`src/rtl/imab_pkg.sv`:
```
// ----------------------------------------------------------------------------
// imab_pkg
// Shared types, header codes and the step table of the mono ADPCM decoder.
// ----------------------------------------------------------------------------
package imab_pkg;

    // input beat: one byte of the encoded block
    typedef struct packed {
        logic [7:0] byte_value;
        logic       block_start;
    } in_beat_t;

    // output beat: one decoded sample
    typedef struct packed {
        logic signed [15:0] sample;
        logic               last_in_block;
    } out_beat_t;

    // decoder state carried from one code to the next
    typedef struct packed {
        logic signed [15:0] predictor;
        logic [7:0]         step_index;
        logic [14:0]        step_size;
    } dec_state_t;

    localparam int POS_W = 12;
    localparam int CFG_W = 13;

    // byte positions inside the block header
    localparam logic [POS_W-1:0] POS_PRED_LO  = 12'd0;
    localparam logic [POS_W-1:0] POS_PRED_HI  = 12'd1;
    localparam logic [POS_W-1:0] POS_STEP_IDX = 12'd2;
    localparam logic [POS_W-1:0] POS_RESERVED = 12'd3;
    localparam logic [POS_W-1:0] POS_FIRST_DATA = 12'd4;
    localparam logic [POS_W-1:0] POS_MAX      = 12'd4095;

    localparam logic [7:0]         IDX_MAX    = 8'd88;
    localparam logic signed [17:0] SAMPLE_MAX = 18'sd32767;
    localparam logic signed [17:0] SAMPLE_MIN = -18'sd32768;

    localparam logic [CFG_W-1:0] BLOCK_SAMPLES_RST = 13'd1016;
    localparam logic [14:0]      STEP_SIZE_RST     = 15'd7;

    // step table, entries past 88 are zero
    function automatic logic [14:0] step_lookup(input logic [6:0] idx);
        logic [14:0] s;
        case (idx)
            7'd0:  s = 15'd7;     7'd1:  s = 15'd8;     7'd2:  s = 15'd9;
            7'd3:  s = 15'd10;    7'd4:  s = 15'd11;    7'd5:  s = 15'd12;
            7'd6:  s = 15'd13;    7'd7:  s = 15'd14;    7'd8:  s = 15'd16;
            7'd9:  s = 15'd17;    7'd10: s = 15'd19;    7'd11: s = 15'd21;
            7'd12: s = 15'd23;    7'd13: s = 15'd25;    7'd14: s = 15'd28;
            7'd15: s = 15'd31;    7'd16: s = 15'd34;    7'd17: s = 15'd37;
            7'd18: s = 15'd41;    7'd19: s = 15'd45;    7'd20: s = 15'd50;
            7'd21: s = 15'd55;    7'd22: s = 15'd60;    7'd23: s = 15'd66;
            7'd24: s = 15'd73;    7'd25: s = 15'd80;    7'd26: s = 15'd88;
            7'd27: s = 15'd97;    7'd28: s = 15'd107;   7'd29: s = 15'd118;
            7'd30: s = 15'd130;   7'd31: s = 15'd143;   7'd32: s = 15'd157;
            7'd33: s = 15'd173;   7'd34: s = 15'd190;   7'd35: s = 15'd209;
            7'd36: s = 15'd230;   7'd37: s = 15'd253;   7'd38: s = 15'd279;
            7'd39: s = 15'd307;   7'd40: s = 15'd337;   7'd41: s = 15'd371;
            7'd42: s = 15'd408;   7'd43: s = 15'd449;   7'd44: s = 15'd494;
            7'd45: s = 15'd544;   7'd46: s = 15'd598;   7'd47: s = 15'd658;
            7'd48: s = 15'd724;   7'd49: s = 15'd796;   7'd50: s = 15'd876;
            7'd51: s = 15'd963;   7'd52: s = 15'd1060;  7'd53: s = 15'd1166;
            7'd54: s = 15'd1282;  7'd55: s = 15'd1411;  7'd56: s = 15'd1552;
            7'd57: s = 15'd1707;  7'd58: s = 15'd1878;  7'd59: s = 15'd2066;
            7'd60: s = 15'd2272;  7'd61: s = 15'd2499;  7'd62: s = 15'd2749;
            7'd63: s = 15'd3024;  7'd64: s = 15'd3327;  7'd65: s = 15'd3660;
            7'd66: s = 15'd4026;  7'd67: s = 15'd4428;  7'd68: s = 15'd4871;
            7'd69: s = 15'd5358;  7'd70: s = 15'd5894;  7'd71: s = 15'd6484;
            7'd72: s = 15'd7132;  7'd73: s = 15'd7845;  7'd74: s = 15'd8630;
            7'd75: s = 15'd9493;  7'd76: s = 15'd10442; 7'd77: s = 15'd11487;
            7'd78: s = 15'd12635; 7'd79: s = 15'd13899; 7'd80: s = 15'd15289;
            7'd81: s = 15'd16818; 7'd82: s = 15'd18500; 7'd83: s = 15'd20350;
            7'd84: s = 15'd22385; 7'd85: s = 15'd24623; 7'd86: s = 15'd27086;
            7'd87: s = 15'd29794; 7'd88: s = 15'd32767;
            default: s = 15'd0;
        endcase
        return s;
    endfunction

endpackage

```
`src/rtl/ima_adpcm_mono_block_decoder.sv`:
```
// ----------------------------------------------------------------------------
// ima_adpcm_mono_block_decoder
// Byte-stream decoder for mono 4-bit IMA ADPCM blocks.
// ----------------------------------------------------------------------------
// Header bytes (predictor low, predictor high, step index, reserved) take a
// decode step of their own each; a data byte takes a step per nibble, since both codes
// go through the same combinational decode step and each sample depends on the
// one before it. Samples leave one per cycle through an output register while
// m_ready stays high; a step waits while that register is full. A new byte is
// taken in the cycle the held one finishes. block_samples may be rewritten at
// any time between blocks and takes effect immediately.
module ima_adpcm_mono_block_decoder #(
    parameter int MAX_BLOCK_SAMPLES = 4096
) (
    input  logic                 aclk,
    input  logic                 aresetn,
    input  logic                 s_valid,
    output logic                 s_ready,
    input  imab_pkg::in_beat_t   s_data,
    output logic                 m_valid,
    input  logic                 m_ready,
    output imab_pkg::out_beat_t  m_data,
    input  logic                 cfg_wr_en,
    input  logic [imab_pkg::CFG_W-1:0] cfg_wr_data
);

    localparam int DONE_W = $clog2(MAX_BLOCK_SAMPLES + 1);
    localparam int CNT_W  = (DONE_W > imab_pkg::CFG_W) ? DONE_W : imab_pkg::CFG_W;

    logic [imab_pkg::CFG_W-1:0] block_samples_reg;

    // held input byte
    logic       hold_valid_reg;
    logic [7:0] hold_byte_reg;
    logic       hold_start_reg;
    logic       half_reg;

    imab_pkg::dec_state_t st_reg, st_next, dec_out;
    logic [imab_pkg::POS_W-1:0] pos_reg, pos_next;
    logic [DONE_W-1:0]          done_reg, done_next;

    logic                 m_valid_reg;
    imab_pkg::out_beat_t  m_data_reg, m_data_next;

    logic [imab_pkg::POS_W-1:0] eff_pos;
    logic [DONE_W-1:0]          eff_done;
    logic [CNT_W-1:0]           target;
    logic [CNT_W-1:0]           bs_ext;
    logic [CNT_W-1:0]           done_inc;
    logic                       is_data;
    logic                       emit;
    logic                       out_free;
    logic                       step_en;
    logic                       byte_done;
    logic                       accept_in;
    logic [3:0]                 code;

    assign bs_ext = CNT_W'(block_samples_reg);
    assign target = (bs_ext > CNT_W'(MAX_BLOCK_SAMPLES)) ? CNT_W'(MAX_BLOCK_SAMPLES) : bs_ext;

    // block_start restarts position and sample count for the held byte
    assign eff_pos  = hold_start_reg ? '0 : pos_reg;
    assign eff_done = hold_start_reg ? '0 : done_reg;
    assign done_inc = CNT_W'(eff_done) + CNT_W'(1);

    assign is_data  = (eff_pos >= imab_pkg::POS_FIRST_DATA);
    assign emit     = is_data && (CNT_W'(eff_done) < target);
    assign out_free = !m_valid_reg || m_ready;
    assign step_en  = hold_valid_reg && out_free;
    assign byte_done = step_en && (!is_data || half_reg);
    assign s_ready   = !hold_valid_reg || byte_done;
    assign accept_in = s_valid && s_ready;

    assign code = half_reg ? hold_byte_reg[7:4] : hold_byte_reg[3:0];

    imab_decode u_decode (
        .code (code),
        .cur  (st_reg),
        .nxt  (dec_out)
    );

    always_comb begin
        st_next   = st_reg;
        done_next = eff_done;
        pos_next  = pos_reg;
        m_data_next.sample        = dec_out.predictor;
        m_data_next.last_in_block = (done_inc == target);
        case (eff_pos)
            imab_pkg::POS_PRED_LO: begin
                st_next.predictor[7:0] = hold_byte_reg;
            end
            imab_pkg::POS_PRED_HI: begin
                st_next.predictor[15:8] = hold_byte_reg;
            end
            imab_pkg::POS_STEP_IDX: begin
                st_next.step_index = hold_byte_reg;
                st_next.step_size  = imab_pkg::step_lookup(hold_byte_reg[6:0]);
            end
            imab_pkg::POS_RESERVED: begin
            end
            default: begin
                if (emit) begin
                    st_next   = dec_out;
                    done_next = done_inc[DONE_W-1:0];
                end
            end
        endcase
        if (byte_done) begin
            pos_next = (eff_pos < imab_pkg::POS_MAX) ? eff_pos + 1'b1 : eff_pos;
        end
    end

    always_ff @(posedge aclk) begin
        if (!aresetn) begin
            block_samples_reg <= imab_pkg::BLOCK_SAMPLES_RST;
            hold_valid_reg    <= 1'b0;
            hold_start_reg    <= 1'b0;
            half_reg          <= 1'b0;
            st_reg.predictor  <= '0;
            st_reg.step_index <= '0;
            st_reg.step_size  <= imab_pkg::STEP_SIZE_RST;
            pos_reg           <= '0;
            done_reg          <= '0;
            m_valid_reg       <= 1'b0;
        end else begin
            if (cfg_wr_en) begin
                block_samples_reg <= cfg_wr_data;
            end
            if (accept_in) begin
                hold_valid_reg <= 1'b1;
                hold_start_reg <= s_data.block_start;
            end else if (byte_done) begin
                hold_valid_reg <= 1'b0;
            end
            if (step_en) begin
                half_reg <= is_data && !half_reg;
                st_reg   <= st_next;
                pos_reg  <= pos_next;
                done_reg <= done_next;
            end
            if (step_en && emit) begin
                m_valid_reg <= 1'b1;
            end else if (m_ready) begin
                m_valid_reg <= 1'b0;
            end
        end
    end

    // payload registers
    always_ff @(posedge aclk) begin
        if (accept_in) begin
            hold_byte_reg <= s_data.byte_value;
        end
        if (step_en && emit) begin
            m_data_reg <= m_data_next;
        end
    end

    assign m_valid = m_valid_reg;
    assign m_data  = m_data_reg;

endmodule

```
`src/rtl/imab_decode.sv`:
```
// ----------------------------------------------------------------------------
// imab_decode
// One 4-bit code: index adjust and clamp, difference, saturated predictor.
// ----------------------------------------------------------------------------
module imab_decode (
    input  logic [3:0]          code,
    input  imab_pkg::dec_state_t cur,
    output imab_pkg::dec_state_t nxt
);

    logic [2:0]         mag;
    logic signed [4:0]  adj;
    logic signed [9:0]  idx_sum;
    logic [7:0]         idx_clamped;
    logic [3:0]         odd;
    logic [18:0]        prod;
    logic [15:0]        diff;
    logic signed [17:0] pred_sum;
    logic signed [15:0] pred_sat;

    assign mag = code[2:0];

    // magnitudes 0..3 step down by one, 4..7 step up by 2,4,6,8
    assign adj = mag[2] ? $signed({1'b0, ({1'b0, mag[1:0]} + 3'd1), 1'b0}) : -5'sd1;
    assign idx_sum = $signed({2'b00, cur.step_index}) + 10'(adj);

    always_comb begin
        if (idx_sum < 10'sd0) begin
            idx_clamped = 8'd0;
        end else if (idx_sum > $signed({2'b00, imab_pkg::IDX_MAX})) begin
            idx_clamped = imab_pkg::IDX_MAX;
        end else begin
            idx_clamped = idx_sum[7:0];
        end
    end

    assign odd  = {mag, 1'b1};
    assign prod = {4'b0000, cur.step_size} * {15'd0, odd};
    assign diff = prod[18:3];

    always_comb begin
        if (code[3]) begin
            pred_sum = 18'(cur.predictor) - $signed({2'b00, diff});
        end else begin
            pred_sum = 18'(cur.predictor) + $signed({2'b00, diff});
        end
        if (pred_sum > imab_pkg::SAMPLE_MAX) begin
            pred_sat = imab_pkg::SAMPLE_MAX[15:0];
        end else if (pred_sum < imab_pkg::SAMPLE_MIN) begin
            pred_sat = imab_pkg::SAMPLE_MIN[15:0];
        end else begin
            pred_sat = pred_sum[15:0];
        end
    end

    assign nxt.predictor  = pred_sat;
    assign nxt.step_index = idx_clamped;
    assign nxt.step_size  = imab_pkg::step_lookup(idx_clamped[6:0]);

endmodule
```
`config.mk`:
```
export PLATFORM = sky130hd
export DESIGN_NAME = ima_adpcm_mono_block_decoder
export DESIGN_NICKNAME = d
export VERILOG_FILES = /design/src/rtl/imab_pkg.sv /design/src/rtl/ima_adpcm_mono_block_decoder.sv /design/src/rtl/imab_decode.sv
export SDC_FILE = /design/constraint.sdc
export NUM_CORES = 1
export LEC_CHECK = 0
export ABC_AREA = 1
export BUFFER_PORTS_ARGS = -buffer_cell sky130_fd_sc_hd__buf_2
export CAP_MARGIN = 20
export CORE_MARGIN = 2
export CORE_UTILIZATION = 50
export DETAILED_ROUTE_END_ITERATION = 12
export PLACE_DENSITY = 0.72
export SLEW_MARGIN = 15
export SYNTH_ARGS = -nofsm -noshare
export SYNTH_HDL_FRONTEND = slang
export SYNTH_SLANG_ARGS = --single-unit
```
`constraint.sdc`:
```
create_clock -name aclk -period 7.1 [get_ports aclk]
set_input_delay 0.71 -clock aclk [delete_from_list [all_inputs] [get_ports aclk]]
set_output_delay 0.71 -clock aclk [all_outputs]
set_load 0.02 [all_outputs]
```
==> impl_metrics.ini <==
[pwr]
clock_power_share_pct = 23.0
leakagePower_nw = 6.66
power.density_nw_per_um2 = 261
p_int_mw = 1.89
switching_share_pct = 46.9
p_comb_share_pct = 53.9
power_frac_seq_pct = 23.1
p_sw_mw = 1.67
total_power_mw = 3.55
ir_drop_mv = 0.187

[routing]
vias_per_cell = 5.69
wl_per_cell_um = 16.3
vias = 13300
drt.antenna.violating_nets = 0
highest_layer = met4
wl_um = 38100
wirelength_met1_um = 16500
drc = 0
route.met3.wl_um = 2910
drtIter0Drc = 1474
drt_pass1_iterations = 6
wl_met2_um = 17400

[worst_setup_path]
critPathKind = flop to flop
regToRegSetupSlack_ns = 0.59
end_kind = flop
worstRegToRegCells = 31
crit_path_max_incr_delay_ns = 0.51
cpMaxStageDelayCell = fa_1
worstReg2RegStart = hold_byte_reg[5]
crit_top_cell = nand2_1
worst-endpoint-required_ns = 7.39
r2r_end = st_reg[29]
cp.arrival_ns = 6.80
startpoint_type = flop
worstPathMaxFanout = 12

[sta]
hold_viol_final = 0
relSlewSlack_pct = 28.4
slew_violations = 0
worst_pin_slew_ns = 1.07
clock.fmax_ghz = 0.154
finClkSkew_ns = 0.0174
setup_viol_count_final = 0
min_period_over_period_pct = 91.7
min_period_ns = 6.51

[worst_hold_path]
hold_depth = 2
hold_start = done_reg[12]
hold_path_end = done_reg[12]
hold_class = flop to flop

[clock_tree]
cts_sinks = 121
htree_levels = 4
cts_max_path_buffers = 2
cts-buffers-inserted = 17
clk-insertion-delay-late_ns = 0.42
clockRootBuffer = clkbuf_16
clk_pin_slew_ns = 0.06
cts_tree = yes

[synth]
synth_area_um2 = 12600
synth_cell_types = 61
yosysWarnings = 0
ys_seq_area_share_pct = 21.2
synth_nets = 2136
synthCells = 1978
syn_area_per_cell_um2 = 6.36
ys_ff_latch = 121
synthArstFlopShare_pct = 0
synth_edf_count = 25
synth_top_flop_cell = dfxtp_1

[layout]
diodes = 0
final_layout_size_suffix_gt1_share_pct = 7.42
nets = 2152
layout_commonest_cell = nand2_1
stdcell_count = 2337
mostFrequentLayoutCells = nand2_1, inv_1, a21oi_1, nor2_1, nand3_1
area_delta_synth_final_pct = 8.23

[placed_design]
place_inst = 2303
port_buffers = 45
hpwlAfterDp_um = 28800
gp_congestion = 0.989

[die]
initial_utilization_pct = 50.4
dieHeight_um = 163
io_pins = 46
std_cell_rows = 58
chipWidth_um = 163
core_area_um2 = 25000
dieArea_um2 = 26500

[grt]
antenna_found_initial = 0
grt_pass1_vias = 12400
grt-ovfl-total = 0
grt_max_degree = 44
grt_use_total_pct = 28.5
grt_pass1_wl_um = 61400

[run]
drv_cap = 0

[status]
status = completed
==> cell usage after synthesis (6+ instances only) <==
master      n  share of area, %
or2_2       8              0.40
o211ai_1   11              0.66
buf_6       8              0.72
clkbuf_1   27              0.81
nand3_1   161               6.4
o21ai_0   134               5.3
inv_2      12              0.36
xnor2_1    19               1.3
nor4_1     14              0.70
edfxtp_1   25               6.0
o21ai_1    13              0.52
fa_1       28               4.5
xor2_1     34               2.4
a21oi_1   175               7.0
nand2_2     7              0.35
o31ai_1     8              0.48
nand4_1    15              0.75
nor3_1     30               1.2
buf_2      22              0.87
nand3b_1    6              0.36
ha_1      103                10
nand2_1   521                16
dfxtp_1    96                15
inv_1     245               7.3
nor2_1    173               5.2
==> layout make-up <==
class	count	area, um2
multi-input cells	1534	8670
repair buffers	59	330
clock inverters	14	125
well taps	330	413
inverters	261	982
clock buffers	18	429
fillers	2482	11300
flip-flops and latches	121	2670
==> kinds of logic (layout without fill, tap and decap cells) <==
| family | after synthesis | after routing | synth area share [%] |
|---|---|---|---|
| adders and majority gates | 131 | 131 | 14.7 |
| xor gates and xnor gates | 54 | 54 | 3.82 |
| AOI/OAI and AO/OA | 392 | 392 | 17.4 |
| buffers and inverters | 324 | 352 | 10.5 |
| DFF | 121 | 121 | 21.2 |
| and+or+nand+nor | 956 | 957 | 32.4 |
==> worst max path at each step <==
stage	cells after the start	endpoint	startpoint	slack, ns
global placement	36	st_reg[28]	half_reg	0.39
floorplan	31	m_data[8]	hold_byte_reg[2]	0.87
detailed placement	34	st_reg[36]	half_reg	0.23
CTS	34	st_reg[32]	half_reg	0.20
global route	36	st_reg[32]	half_reg	-0.007
finish	31	st_reg[29]	hold_byte_reg[5]	0.59
==> per-stage QoR <==
stage                     setup WS (ns)  util [%]  TNS (ns)  hold slack (ns)  instance area [um2]
after global routing           -0.00731      54.6  -0.00731            0.489                13600
after floorplan                   0.869         -         0            0.443                12600
final                             0.591      54.6         0            0.462                13600
after global placement            0.390      52.0         0            0.453                13000
after detailed placement          0.234      52.0         0            0.457                13000
after CTS                         0.200      54.2         0            0.466                13500
==> power by group through the flow <==
stage | registers, mW | clock network [mW] | logic [mW]
after global routing | 0.824 | 0.852 | 2.13
after detailed placement | 0.832 | 0 | 1.82
after global placement | 0.832 | 0 | 1.82
final | 0.820 | 0.819 | 1.92
after CTS | 0.818 | 0.822 | 1.84
after floorplan | 0.827 | 0 | 1.43
==> layer usage <==
metal  vias to the layer above  global-route usage (%)
met4                         0                    11.1
met5                         -                       0
li1                       6538                       -
met1                      6019                    38.2
met3                        95                    3.72
met2                       656                    46.9
==> repair_timing <==
action	4_1_cts	5_1_grt
setup endpoints to repair	0	32
resized for setup	0	12
hold buffers	0	0
buffers inserted	0	0
==> worst max-delay path, delay by kind of cell, from the launching register on <==
family / cells / cell delay, ns
AOI/OAI and AO/OA: 4 / 0.84
buffers and inverters: 5 / 0.57
and+or+nand+nor: 17 / 2.64
xor gates and xnor gates: 1 / 0.18
adders and majority gates: 4 / 1.72
DFF: 1 / 0.41
No activity file was read; power rests on OpenSTA's default activity.
